==> config.mk <==
export PLATFORM = sky130hd
export DESIGN_NAME = moving_average_nan_aware
export DESIGN_NICKNAME = d
export VERILOG_FILES = /design/src/sv/mavg_pkg.sv /design/src/sv/mavg_ram.sv /design/src/sv/mavg_div.sv /design/src/sv/moving_average_nan_aware.sv
export VERILOG_INCLUDE_DIRS = /design/src /design/src/sv
export SDC_FILE = /design/constraint.sdc
export NUM_CORES = 2
export LEC_CHECK = 0
export BUFFER_PORTS_ARGS = -buffer_cell sky130_fd_sc_hd__buf_2
export CORE_MARGIN = 10
export CORE_UTILIZATION = 50
export CTS_CLUSTER_SIZE = 10
export DETAILED_ROUTE_END_ITERATION = 10
export GPL_TIMING_DRIVEN = 0
export PLACE_DENSITY = 0.64
export SETUP_SLACK_MARGIN = 0.1
export SLEW_MARGIN = 10
export SYNTH_ARGS = -nofsm -noshare
export SYNTH_HDL_FRONTEND = slang
export SYNTH_SLANG_ARGS = --single-unit
export TNS_END_PERCENT = 100
==> constraint.sdc <==
create_clock -name aclk -period 9.6 [get_ports aclk]
set_input_delay 0 -clock aclk [delete_from_list [all_inputs] [get_ports aclk]]
set_output_delay 0 -clock aclk [all_outputs]
set_load 0.02 [all_outputs]
==> src/sv/moving_average_nan_aware_assert.svh <==
// assertion macros shared by the moving average block
`ifndef MOVING_AVERAGE_NAN_AWARE_ASSERT_SVH
`define MOVING_AVERAGE_NAN_AWARE_ASSERT_SVH

// condition holds at every edge out of reset
`define MAVG_ASSERT_ALWAYS(label, clk, rstn, cond, msg) \
    label: assert property (@(posedge clk) disable iff (!rstn) (cond)) \
        else $error(msg);

// consequent holds in the same cycle as the antecedent
`define MAVG_ASSERT_IMPLY(label, clk, rstn, ante, cons, msg) \
    label: assert property (@(posedge clk) disable iff (!rstn) (ante) |-> (cons)) \
        else $error(msg);

// consequent holds in the cycle after the antecedent
`define MAVG_ASSERT_NEXT(label, clk, rstn, ante, cons, msg) \
    label: assert property (@(posedge clk) disable iff (!rstn) (ante) |=> (cons)) \
        else $error(msg);

`endif

==> src/sv/mavg_pkg.sv <==
package mavg_pkg;

    localparam int SAMPLE_W   = 32;
    localparam int CFG_DATA_W = 7;
    localparam int CFG_IDX_W  = 2;

    localparam logic [CFG_IDX_W-1:0] CFG_WINDOW_LENGTH   = 2'd0;
    localparam logic [CFG_IDX_W-1:0] CFG_DROP_INVALID    = 2'd1;
    localparam logic [CFG_IDX_W-1:0] CFG_INVALID_AS_ZERO = 2'd2;

    localparam logic [CFG_DATA_W-1:0] WINDOW_LENGTH_RESET = 7'd16;

    typedef struct packed {
        logic signed [SAMPLE_W-1:0] sample;
        logic                       sample_invalid;
    } in_t;

    typedef struct packed {
        logic signed [SAMPLE_W-1:0] average;
        logic                       average_valid;
    } out_t;

    // one window entry: replaced mark, raw not-a-number mark, value
    typedef struct packed {
        logic                repl;
        logic                raw;
        logic [SAMPLE_W-1:0] value;
    } entry_t;

    localparam int ENTRY_W = $bits(entry_t);

endpackage

==> src/sv/mavg_ram.sv <==
module mavg_ram #(
    parameter int DEPTH = 64,
    parameter int WIDTH = 34
) (
    input  logic                     aclk,
    input  logic                     we,
    input  logic [$clog2(DEPTH)-1:0] waddr,
    input  logic [WIDTH-1:0]         wdata,
    input  logic [$clog2(DEPTH)-1:0] raddr,
    output logic [WIDTH-1:0]         rdata
);

    logic [WIDTH-1:0] mem [DEPTH];
    logic [WIDTH-1:0] rdata_reg;

    always_ff @(posedge aclk) begin
        if (we) begin
            mem[waddr] <= wdata;
        end
        rdata_reg <= mem[raddr];
    end

    assign rdata = rdata_reg;

endmodule

==> src/sv/mavg_div.sv <==
module mavg_div #(
    parameter int DVD_W = 38,
    parameter int DVS_W = 7
) (
    input  logic             aclk,
    input  logic             aresetn,
    input  logic             start,
    input  logic [DVD_W-1:0] dividend,
    input  logic [DVS_W-1:0] divisor,
    output logic             done,
    output logic [DVD_W-1:0] quotient
);

    localparam int CNT_W = (DVD_W > 1) ? $clog2(DVD_W) : 1;

    logic [DVS_W-1:0] rem_reg, rem_next;
    logic [DVD_W-1:0] quo_reg, quo_next;
    logic [DVS_W-1:0] dvs_reg, dvs_next;
    logic [CNT_W-1:0] cnt_reg, cnt_next;
    logic             busy_reg, busy_next;
    logic             done_reg, done_next;
    logic [DVS_W:0]   trial;
    logic             fits;

    // restoring division, one quotient bit per cycle, msb first
    assign trial = {rem_reg, quo_reg[DVD_W-1]};
    assign fits  = trial >= {1'b0, dvs_reg};

    always_comb begin
        rem_next  = rem_reg;
        quo_next  = quo_reg;
        dvs_next  = dvs_reg;
        cnt_next  = cnt_reg;
        busy_next = busy_reg;
        done_next = 1'b0;
        if (start) begin
            rem_next  = '0;
            quo_next  = dividend;
            dvs_next  = divisor;
            cnt_next  = CNT_W'(DVD_W - 1);
            busy_next = 1'b1;
        end else if (busy_reg) begin
            rem_next = fits ? DVS_W'(trial - {1'b0, dvs_reg}) : trial[DVS_W-1:0];
            quo_next = {quo_reg[DVD_W-2:0], fits};
            cnt_next = cnt_reg - 1'b1;
            if (cnt_reg == '0) begin
                busy_next = 1'b0;
                done_next = 1'b1;
            end
        end
    end

    always_ff @(posedge aclk) begin
        if (!aresetn) begin
            busy_reg <= 1'b0;
            done_reg <= 1'b0;
        end else begin
            busy_reg <= busy_next;
            done_reg <= done_next;
        end
    end

    always_ff @(posedge aclk) begin
        rem_reg <= rem_next;
        quo_reg <= quo_next;
        dvs_reg <= dvs_next;
        cnt_reg <= cnt_next;
    end

    assign done     = done_reg;
    assign quotient = quo_reg;

endmodule

==> src/sv/moving_average_nan_aware.sv <==
// Moving average over the last window_length Q16.16 samples, with three ways
// to treat samples flagged not-a-number: drop them, enter them as zero and
// leave them out of the divisor, or keep them raw and mark the average invalid.
// Input requests come in on s_valid/s_ready/s_data, one result per request goes
// out on m_valid/m_ready/m_data. The cfg_wr_en/cfg_index/cfg_wdata port writes
// window_length (0), drop_invalid (1) and invalid_as_zero (2); writing
// window_length empties the window. Write it only while the block is idle.
// The window entries sit in a one-port-write, one-port-read RAM: the oldest
// entry is read when a request is taken, the sum and counts are updated and
// the new entry written in the next cycle.
// Steps: a taken request passes through ST_UPDATE (skipped when it is
// dropped) and ST_CHECK; a valid average then goes through ST_DIV, where the
// radix-2 divider retires one quotient bit of the SUM_W-bit sum per cycle,
// while an invalid average goes straight to ST_OUT. The next request is taken
// in the cycle after the result moves to the output register, so requests
// are handled one at a time.
// Reset empties the window, sets window_length to 16 and both modes to off;
// the RAM needs no clearing since only entries inside the window are read.
// While m_ready is low a finished result waits in the output register and
// the next result, once done, waits in its holding register.
`include "moving_average_nan_aware_assert.svh"

module moving_average_nan_aware #(
    parameter int WINDOW_MAX = 64
) (
    input  logic                                aclk,
    input  logic                                aresetn,
    input  logic                                s_valid,
    output logic                                s_ready,
    input  mavg_pkg::in_t                       s_data,
    output logic                                m_valid,
    input  logic                                m_ready,
    output mavg_pkg::out_t                      m_data,
    input  logic                                cfg_wr_en,
    input  logic [mavg_pkg::CFG_IDX_W-1:0]      cfg_index,
    input  logic [mavg_pkg::CFG_DATA_W-1:0]     cfg_wdata
);

    import mavg_pkg::*;

    localparam int SLOT_W = $clog2(WINDOW_MAX);
    localparam int CNT_W  = $clog2(WINDOW_MAX + 1);
    localparam int SUM_W  = SAMPLE_W + $clog2(WINDOW_MAX);

    localparam logic [2:0] ST_IDLE   = 3'd0;
    localparam logic [2:0] ST_UPDATE = 3'd1;
    localparam logic [2:0] ST_CHECK  = 3'd2;
    localparam logic [2:0] ST_DIV    = 3'd3;
    localparam logic [2:0] ST_OUT    = 3'd4;

    logic [2:0]              state_reg, state_next;
    logic [CFG_DATA_W-1:0]   wl_reg, wl_next;
    logic                    drop_reg, drop_next;
    logic                    iaz_reg, iaz_next;
    logic signed [SUM_W-1:0] sum_reg, sum_next;
    logic [CNT_W-1:0]        fill_reg, fill_next;
    logic [SLOT_W-1:0]       oldest_reg, oldest_next;
    logic [CNT_W-1:0]        repl_reg, repl_next;
    logic [CNT_W-1:0]        raw_reg, raw_next;
    logic                    m_valid_reg, m_valid_next;
    entry_t                  entry_reg, entry_next;
    logic                    evict_reg, evict_next;
    logic                    neg_reg, neg_next;
    out_t                    result_reg, result_next;
    out_t                    m_data_reg, m_data_next;

    logic                    s_accept;
    logic [CNT_W-1:0]        len_c;
    logic                    evict_c;
    entry_t                  old_entry;
    logic [ENTRY_W-1:0]      ram_rdata;
    logic signed [SUM_W-1:0] old_val;
    logic signed [SUM_W-1:0] new_val;
    logic signed [SUM_W-1:0] sum_upd;
    logic [SLOT_W-1:0]       oldest_inc;
    logic [SLOT_W-1:0]       oldest_upd;
    logic [CNT_W-1:0]        fill_less;
    logic [CNT_W:0]          slot_sum;
    logic [CNT_W:0]          slot_wrap;
    logic [SLOT_W-1:0]       waddr;
    logic                    ram_we;
    logic [CNT_W-1:0]        divisor_c;
    logic                    ok_c;
    logic [SUM_W-1:0]        sum_mag;
    logic                    div_start;
    logic                    div_done;
    logic [SUM_W-1:0]        quo;
    logic [SUM_W:0]          q_signed;
    logic [SUM_W:SAMPLE_W-1] q_hi;
    logic [SAMPLE_W-1:0]     avg_sat;
    logic [CNT_W:0]          marks_c;

    assign s_ready  = state_reg == ST_IDLE;
    assign s_accept = s_valid && s_ready;

    // zero acts as one, anything above the store depth as the depth
    assign len_c = (wl_reg == '0) ? CNT_W'(1) :
                   ((32'(wl_reg) > WINDOW_MAX) ? CNT_W'(WINDOW_MAX) : CNT_W'(wl_reg));
    assign evict_c = fill_reg == len_c;

    assign old_entry = entry_t'(ram_rdata);
    assign old_val   = evict_reg ?
        {{(SUM_W-SAMPLE_W){old_entry.value[SAMPLE_W-1]}}, old_entry.value} : '0;
    assign new_val   = {{(SUM_W-SAMPLE_W){entry_reg.value[SAMPLE_W-1]}}, entry_reg.value};
    assign sum_upd   = sum_reg - old_val + new_val;

    assign oldest_inc = (oldest_reg == SLOT_W'(WINDOW_MAX - 1)) ? '0 : oldest_reg + 1'b1;
    assign oldest_upd = evict_reg ? oldest_inc : oldest_reg;
    assign fill_less  = fill_reg - CNT_W'(evict_reg);
    assign slot_sum   = (CNT_W+1)'(oldest_upd) + (CNT_W+1)'(fill_less);
    assign slot_wrap  = (slot_sum >= (CNT_W+1)'(WINDOW_MAX)) ?
                        slot_sum - (CNT_W+1)'(WINDOW_MAX) : slot_sum;
    assign waddr      = slot_wrap[SLOT_W-1:0];
    assign ram_we     = state_reg == ST_UPDATE;

    mavg_ram #(
        .DEPTH (WINDOW_MAX),
        .WIDTH (ENTRY_W)
    ) u_ram (
        .aclk  (aclk),
        .we    (ram_we),
        .waddr (waddr),
        .wdata (entry_reg),
        .raddr (oldest_reg),
        .rdata (ram_rdata)
    );

    assign divisor_c = len_c - (iaz_reg ? repl_reg : '0);
    assign ok_c      = (fill_reg == len_c) && (divisor_c != '0) && (raw_reg == '0);
    assign sum_mag   = sum_reg[SUM_W-1] ? SUM_W'(-sum_reg) : SUM_W'(sum_reg);
    assign div_start = (state_reg == ST_CHECK) && ok_c;

    mavg_div #(
        .DVD_W (SUM_W),
        .DVS_W (CNT_W)
    ) u_div (
        .aclk     (aclk),
        .aresetn  (aresetn),
        .start    (div_start),
        .dividend (sum_mag),
        .divisor  (divisor_c),
        .done     (div_done),
        .quotient (quo)
    );

    // truncation toward zero: divide magnitudes, then restore the sign
    assign q_signed = neg_reg ? -{1'b0, quo} : {1'b0, quo};
    assign q_hi     = q_signed[SUM_W:SAMPLE_W-1];
    assign avg_sat  = ((&q_hi) || !(|q_hi)) ? q_signed[SAMPLE_W-1:0] :
                      (q_signed[SUM_W] ? {1'b1, {(SAMPLE_W-1){1'b0}}}
                                       : {1'b0, {(SAMPLE_W-1){1'b1}}});

    always_comb begin
        state_next   = state_reg;
        wl_next      = wl_reg;
        drop_next    = drop_reg;
        iaz_next     = iaz_reg;
        sum_next     = sum_reg;
        fill_next    = fill_reg;
        oldest_next  = oldest_reg;
        repl_next    = repl_reg;
        raw_next     = raw_reg;
        entry_next   = entry_reg;
        evict_next   = evict_reg;
        neg_next     = neg_reg;
        result_next  = result_reg;
        m_data_next  = m_data_reg;
        m_valid_next = m_valid_reg && !m_ready;

        case (state_reg)
            ST_IDLE: begin
                if (s_accept) begin
                    if (s_data.sample_invalid) begin
                        entry_next.repl  = iaz_reg;
                        entry_next.raw   = !iaz_reg;
                        entry_next.value = '0;
                    end else begin
                        entry_next.repl  = 1'b0;
                        entry_next.raw   = 1'b0;
                        entry_next.value = s_data.sample;
                    end
                    evict_next = evict_c;
                    // a dropped request leaves the window untouched
                    state_next = (s_data.sample_invalid && drop_reg) ? ST_CHECK : ST_UPDATE;
                end
            end
            ST_UPDATE: begin
                sum_next    = sum_upd;
                oldest_next = oldest_upd;
                fill_next   = fill_less + 1'b1;
                repl_next   = repl_reg - CNT_W'(evict_reg && old_entry.repl)
                            + CNT_W'(entry_reg.repl);
                raw_next    = raw_reg - CNT_W'(evict_reg && old_entry.raw)
                            + CNT_W'(entry_reg.raw);
                state_next  = ST_CHECK;
            end
            ST_CHECK: begin
                neg_next = sum_reg[SUM_W-1];
                if (ok_c) begin
                    state_next = ST_DIV;
                end else begin
                    result_next = '0;
                    state_next  = ST_OUT;
                end
            end
            ST_DIV: begin
                if (div_done) begin
                    result_next.average       = avg_sat;
                    result_next.average_valid = 1'b1;
                    state_next                = ST_OUT;
                end
            end
            ST_OUT: begin
                if (!m_valid_reg || m_ready) begin
                    m_data_next  = result_reg;
                    m_valid_next = 1'b1;
                    state_next   = ST_IDLE;
                end
            end
            default: begin
                state_next = ST_IDLE;
            end
        endcase

        if (cfg_wr_en) begin
            case (cfg_index)
                CFG_WINDOW_LENGTH: begin
                    wl_next     = cfg_wdata;
                    sum_next    = '0;
                    fill_next   = '0;
                    oldest_next = '0;
                    repl_next   = '0;
                    raw_next    = '0;
                end
                CFG_DROP_INVALID: begin
                    drop_next = cfg_wdata[0];
                end
                CFG_INVALID_AS_ZERO: begin
                    iaz_next = cfg_wdata[0];
                end
                default: begin
                end
            endcase
        end
    end

    always_ff @(posedge aclk) begin
        if (!aresetn) begin
            state_reg   <= ST_IDLE;
            wl_reg      <= WINDOW_LENGTH_RESET;
            drop_reg    <= 1'b0;
            iaz_reg     <= 1'b0;
            sum_reg     <= '0;
            fill_reg    <= '0;
            oldest_reg  <= '0;
            repl_reg    <= '0;
            raw_reg     <= '0;
            m_valid_reg <= 1'b0;
        end else begin
            state_reg   <= state_next;
            wl_reg      <= wl_next;
            drop_reg    <= drop_next;
            iaz_reg     <= iaz_next;
            sum_reg     <= sum_next;
            fill_reg    <= fill_next;
            oldest_reg  <= oldest_next;
            repl_reg    <= repl_next;
            raw_reg     <= raw_next;
            m_valid_reg <= m_valid_next;
        end
    end

    always_ff @(posedge aclk) begin
        entry_reg  <= entry_next;
        evict_reg  <= evict_next;
        neg_reg    <= neg_next;
        result_reg <= result_next;
        m_data_reg <= m_data_next;
    end

    assign m_valid = m_valid_reg;
    assign m_data  = m_data_reg;

    assign marks_c = (CNT_W+1)'(repl_reg) + (CNT_W+1)'(raw_reg);

    `MAVG_ASSERT_ALWAYS(a_fill_bound, aclk, aresetn, fill_reg <= len_c,
        "window fill beyond effective length")
    `MAVG_ASSERT_ALWAYS(a_mark_bound, aclk, aresetn, marks_c <= (CNT_W+1)'(fill_reg),
        "marked entries exceed window fill")
    `MAVG_ASSERT_IMPLY(a_div_done, aclk, aresetn, div_done, state_reg == ST_DIV,
        "divider finished outside the divide state")
    `MAVG_ASSERT_NEXT(a_accept_step, aclk, aresetn, s_accept,
        state_reg == ST_UPDATE || state_reg == ST_CHECK,
        "accepted request did not start processing")

endmodule

---- Word-level counts from Yosys, hierarchy flattened ----
Memories as Yosys holds them, arrays and structs flattened. A register that Yosys moved wholly into a read port is not among the register bits.
Index checks and enable logic that the tools add are counted.
cells by class
  reduce and logical (&&, ||, !) cells .... 32
  mux-type cells .......................... 46
  $add $sub $neg .......................... 16
  multiply operators ...................... 0
  bitwise operators ....................... 2
  equality and inequality tests ........... 12
  div/mod/pow operators ................... 0
  magnitude comparators ................... 3
  shift-type cells ........................ 0
operator list
  cell                                                 count
  two-way mux 38 bit                                   7
  two-way mux 7 bit                                    13
  two-way mux 33 bit                                   2
  case mux 33 bit (2 select lines)                     1
  two-way mux 32 bit                                   2
  two-way mux 39 bit                                   1
  negator 38 -> 39 bit                                 1
  adder 38 x 32 -> 38 bit                              1
  negator 38 bit                                       1
  subtractor 38 bit                                    1
  two-way mux 6 bit                                    6
  subtractor 7 x 1 -> 7 bit                            3
  case mux 3 bit (5 select lines)                      1
  adder 7 x 1 -> 7 bit                                 2
  logical NOT 7 bit                                    2
  subtractor 7 bit                                     2
  two-way mux 3 bit                                    4
  subtractor 6 x 1 -> 6 bit, second input constant     2
  AND reduction 2 bit                                  5
  adder 6 x 7 -> 8 bit                                 1
  >= comparator 8 x 7 -> 1 bit                         1
  >= comparator 8 x 7 -> 1 bit, second input constant  1
  logical AND 1 bit                                    8
  two-way mux 1 bit                                    8
  25 further kinds                                     35
word-level totals
  bits in latches ......................... 0
  word-level logic and storage cells ...... 137
  ROM bits ................................ 0
  output and inout port bits .............. 35
  input bits .............................. 47
  memory bits (writable) .................. 2,176
  memories kept ........................... 1
  register bits after elaboration ......... 240
memories
  memory     depth  width  read ports  clocked after Yosys merged registers in  wr ports  line            source
  u_ram.mem  64     34     1           1                                        1         mavg_ram.sv:13  logic [WIDTH-1:0] mem [DEPTH];

---- Depth between registers and ports, before layout ----
  depth after elaboration ................. 9
  depth in mapped cells ................... 17
  mapped depth without buffers ............ 15

---- Cells and area by module ----
A second synthesis with hierarchy kept.
unflattened totals
  cells, all modules ...................... 5,371
  area total of the unflattened synthesis .. 99,375.3 µm²
modules (own cells, without submodules)
  module                    area an instance (µm²)  instances  cells an instance  seq. area each (µm²)
  mavg_ram                  83,774.1                1          3,744              66,023.3
  moving_average_nan_aware  12,764.7                1          1,411              4,624.4
  mavg_div                  2,836.5                 1          216                1,651.6

---- Worst setup path after synthesis ----
OpenSTA, ideal clock, no wires.
  path kind ............................... reg-to-reg
  start point ............................. reg wl_reg[0]
  end point ............................... reg result_reg[0] in the netlist's numbering (enable)
  setup slack ............................. 4,079 ps
  setup time .............................. 464 ps
  data required time ...................... 9,136 ps
  arrival ................................. 5,057 ps
  clock period less this slack ............ 5,521 ps
  stages on the path, launching flop included .. 14
  path buffers ............................ 0
  cells stage by stage .................... dfxtp_1 -> nor4_1 -> and2_1 -> o21ai_0 -> ha_1 -> inv_1 -> fa_1 -> a21o_1 -> a21o_1 -> maj3_1 -> a21oi_1 -> xor2_1 -> a41oi_1 -> nor3_1
between the ends
  word-level cells in the longest chain between the ends .. 9
  elaborated cells between the ends (all ways) .. 11
  classes of those cells .................. add/sub (1); order compare (1); eq/ne (2); mux (2); reduce/logical (5)
RTL lines
  what                               line                             source
  from (decl)                        moving_average_nan_aware.sv:52   logic [CFG_DATA_W-1:0] wl_reg, wl_next;
  from (signal assigned)             moving_average_nan_aware.sv:261  wl_reg <= wl_next;
  greater-than comparator 7 bit      moving_average_nan_aware.sv:98   ((32'(wl_reg) > WINDOW_MAX) ? CNT_W'(WINDOW_MAX) : CNT_W'(wl_reg));
  two-way mux 7 bit                  moving_average_nan_aware.sv:98
  two-way mux 7 bit *                moving_average_nan_aware.sv:97   assign len_c = (wl_reg == '0) ? CNT_W'(1) :
  subtractor 7 bit                   moving_average_nan_aware.sv:128  assign divisor_c = len_c - (iaz_reg ? repl_reg : '0);
  nonzero test 7 bit                 moving_average_nan_aware.sv:129  assign ok_c = (fill_reg == len_c) && (divisor_c != '0) && (raw_reg == '0);
  logical AND 1 bit * (2 in series)  moving_average_nan_aware.sv:129
  != test 2 bit (no line) *          n/a
  AND reduction 3 bit (no line) *    n/a
  to (signal assigned)               moving_average_nan_aware.sv:277  result_reg <= result_next;
  to (decl)                          moving_average_nan_aware.sv:64   out_t result_reg, result_next;
Mark *: on every way between the ends. The rest lies on a longest branch, timed or not.
A chain may end at the register's enable or synchronous reset.

---- Worst setup path in the final report ----
  start point ............................. reg oldest_reg[0]
  end point ............................... mem u_ram.mem[28][29] (enable)
between the ends
  word-level cells in the longest chain between the ends .. 6
  elaborated cells between the ends (all ways) .. 8
  classes of those cells .................. add/sub (3); order compare (1); eq/ne (1); mux (3)
RTL lines
  what                                                                       line                                                              source
  from (decl)                                                                moving_average_nan_aware.sv:57                                    logic [SLOT_W-1:0] oldest_reg, oldest_next;
  from (signal assigned)                                                     moving_average_nan_aware.sv:266                                   oldest_reg <= oldest_next;
  adder 6 x 1 -> 6 bit or equality test 6 bit (tied branches)                moving_average_nan_aware.sv:107                                   assign oldest_inc = (oldest_reg == SLOT_W'(WINDOW_MAX - 1)) ? '0 : oldest_reg + 1'b1;
  two-way mux 6 bit                                                          moving_average_nan_aware.sv:107
  two-way mux 6 bit *                                                        moving_average_nan_aware.sv:108                                   assign oldest_upd = evict_reg ? oldest_inc : oldest_reg;
  adder 6 x 7 -> 8 bit *                                                     moving_average_nan_aware.sv:110                                   assign slot_sum = (CNT_W+1)'(oldest_upd) + (CNT_W+1)'(fill_less);
  >= comparator 8 x 7 -> 1 bit or subtractor 6 x 1 -> 6 bit (tied branches)  moving_average_nan_aware.sv:111, moving_average_nan_aware.sv:112
  two-way mux 6 bit *                                                        moving_average_nan_aware.sv:111                                   assign slot_wrap = (slot_sum >= (CNT_W+1)'(WINDOW_MAX)) ?
  to (decl)                                                                  mavg_ram.sv:13
Marks and branches as above.

==> impl_metrics.ini <==
[status]
status = complete, no violations

[worst_setup_path]
endpoint_kind = flip-flop
critical_path.startpoint_type = flip-flop
worst_ep_arrival_time_ns = 8.36
critPathRequiredTime_ns = 10.18
crit_fanout = 18
setup.worst_path.class = flip-flop to flip-flop

[pwr]
powerDensity_nw_per_um2 = 254
vdd.ir_drop.worst_mv = 0.183
fin_total_pwr_w = 0.0297
power.leakage_nw = 36.8

[placed_design]
routabilityCongestion = 0.950
placement.io_buffers = 81
pre_cts_slack_ns = 2.18
detailed_placement_wirelength_estimate_mm = 207

[clock_network]
post-cts-setup-buffers = 0
clock_tree.root_cell = sky130_fd_sc_hd__clkbuf_16
worst_skew_pair.late_latency_ns = 0.94
ctsHtreeMaxLevel = 5
cts_tree = done
postCtsResizedCells = 0
clkSinkCount = 2450
clock_tree.buffer_depth = 4
clkTransAtPathRegs_ns = 0.06
tritoncts.num_buffers = 299
hold_buffers = 121

[global_route]
grt_util_all_layers = 0.271
pin_count_of_the_biggest_net_entering_global_routing = 37
grt_pass1_vias = 55802
overflow = 0
initial_antenna_violation_count = 28
first_pass_grt_wire_length_mm = 421

[detailed_routing]
dr.pass1.iters = 5
first_iter_violations = 7525
drt.antenna.violating_nets = 0
avgViaCountPerCell = 6.35
drc = 0
detailroute.via_count = 56750
totalWireLength_mm = 299
post_drt_wl_per_cell_um = 33.4

[sta]
final-hold-violation-count = 0
finClkSkew_ns = 0.0790
fin_crit_sh = 0.810
max_slew.worst_pin.slew_ns = 1.38
maxSlewHeadroom = 0.0826
timing.final.setup_violations = 0
timing.final.crit_period_ns = 7.78
unrepaired_setup_endpoints_after_global_routing = false
maxClockFrequency_mhz = 129
final.setup.worst_slack_ns = 1.82
maxSlewViolCount = 0

[yosys]
ys_dominant_reg_cell = sky130_fd_sc_hd__edfxtp_1
ys_ff_latch = 2450
yosys_warnings = 0
synthesis.area_per_instance_um2 = 18.1
synth-edff-count = 2323
netlist_top_cells_area = sky130_fd_sc_hd__edfxtp_1, sky130_fd_sc_hd__mux4_2, sky130_fd_sc_hd__mux2i_1
yosysUniqueCellTypes = 81
synth_top_cell_area_share = 0.700
yosys.area.top_type = sky130_fd_sc_hd__edfxtp_1
synth_async_sr_flop_share = 0
synth.cell_area_um2 = 99700
instance_count_of_the_mapped_netlist = 5504
yosysSeqAreaShare = 0.725
postSynthNetCount = 5672

[layout]
most-common-layout-cells = sky130_fd_sc_hd__edfxtp_1, sky130_fd_sc_hd__mux4_2, sky130_fd_sc_hd__mux2i_1
largest_reg_flops = 2176
post_route_cells_drive_above_1_share = 0.190
synthToLayoutAreaGrowth_pct = 17.5
register_area_um2 = 72300
commonest_non_fill_non_tap_cell_in_the_layout = sky130_fd_sc_hd__edfxtp_1
multi_input_combinational_cell_area_um2 = 25900
nFillCells = 14323
finalNetCount = 6355

[floorplan]
core_box_area_um2 = 198000
die_h_um = 466
initial_core_util = 0.504
die_w_um = 466
die_area_um2 = 218000
io_pins = 82
floorplan.rows = 163

[run]
cap_viol_max_count = 0

[hold_path]
worst_hold_path_type = primary input to flip-flop
[cell usage after synthesis, types with 69 or more instances]
| cell | n |
|---|---|
| sky130_fd_sc_hd__ha_1 | 79 |
| sky130_fd_sc_hd__o21ai_0 | 88 |
| sky130_fd_sc_hd__nor2_1 | 159 |
| sky130_fd_sc_hd__o22ai_1 | 105 |
| sky130_fd_sc_hd__clkbuf_1 | 200 |
| sky130_fd_sc_hd__buf_1 | 69 |
| sky130_fd_sc_hd__o221ai_1 | 194 |
| sky130_fd_sc_hd__nand2_1 | 238 |
| sky130_fd_sc_hd__mux2i_1 | 409 |
| sky130_fd_sc_hd__inv_1 | 206 |
| sky130_fd_sc_hd__dfxtp_1 | 127 |
| sky130_fd_sc_hd__xnor2_1 | 85 |
| sky130_fd_sc_hd__a21oi_1 | 195 |
| sky130_fd_sc_hd__mux4_2 | 415 |
| sky130_fd_sc_hd__edfxtp_1 | 2323 |
[worst max-delay path: stages, from the launching register on]
cell and delay [ns]:
sky130_fd_sc_hd__dfxtp_1 0.41, sky130_fd_sc_hd__clkbuf_1 0.49, sky130_fd_sc_hd__buf_2 0.52, sky130_fd_sc_hd__buf_2 0.62, sky130_fd_sc_hd__buf_2 0.53, sky130_fd_sc_hd__clkbuf_1 0.81
sky130_fd_sc_hd__xnor2_1 0.12, sky130_fd_sc_hd__nor2_1 0.21, sky130_fd_sc_hd__ha_1 0.20, sky130_fd_sc_hd__inv_1 0.06, sky130_fd_sc_hd__fa_1 0.49, sky130_fd_sc_hd__inv_1 0.08
sky130_fd_sc_hd__a21o_1 0.11, sky130_fd_sc_hd__a21oi_1 0.07, sky130_fd_sc_hd__xnor2_1 0.59, sky130_fd_sc_hd__nand3_1 0.87, sky130_fd_sc_hd__nor2_4 0.93, sky130_fd_sc_hd__buf_12 0.28
[report_power, final]
group          switching, W  internal, W  total, W
Sequential         0.000335       0.0126    0.0129
Combinational       0.00444      0.00251   0.00695
Clock               0.00404      0.00579   0.00983
[area by class of cell]
cell class              instances  share of cell area
flip-flops and latches       2450               0.617
multi-input cells            2557               0.221
clock buffers                 381              0.0685
repair buffers                382              0.0468
well taps                    2640              0.0282
plain buffers                 290              0.0105
inverters                     207             0.00663
clock inverters                13            0.000865
diodes                         11            0.000235
[per-stage QoR]
step                instances  hold slack (ns)  area (um^2)  setup TNS (ns)  utilization
floorplan                5504           0.0619        99700               0            -
global placement         8225            0.216       103000         -485.50        0.523
detailed placement       8405            0.226       108000               0        0.545
CTS                      8920           0.0176       117000               0        0.592
global route             8922           0.0568       117000               0        0.592
finish                   8931           0.0517       117000               0        0.592
[cell families after synthesis]
group                      after synthesis  synth area share
buffers and inverters                  497            0.0198
DFF                                   2450             0.725
AOI/OAI and AO/OA                      764            0.0526
xor gates and xnor gates               133            0.0117
and+or+nand+nor                        678            0.0330
muxes                                  860             0.139
adders and majority gates              122            0.0185
[layer usage]
layer,routed length [um],share of wire,vias up,global-route usage
met5,22,0.000074,-,0
met4,16000,0.053,4,0.125
met3,31800,0.11,655,0.0658
met2,137000,0.46,3329,0.418
met1,114000,0.38,29323,0.367
li1,-,-,23439,-
[path summary, 6_finish.rpt]
check                  from           endpoint  slack (ns)  cells after the start
max           oldest_reg[0]  u_ram.mem[28][29]        1.82                     17
min reg2reg  result_reg[21]         m_data[21]        0.41                      0
min              s_data[25]      entry_reg[24]        0.05                      3
max reg2reg   oldest_reg[0]  u_ram.mem[28][29]        1.82                     17
(Power assumes the default switching activity.)
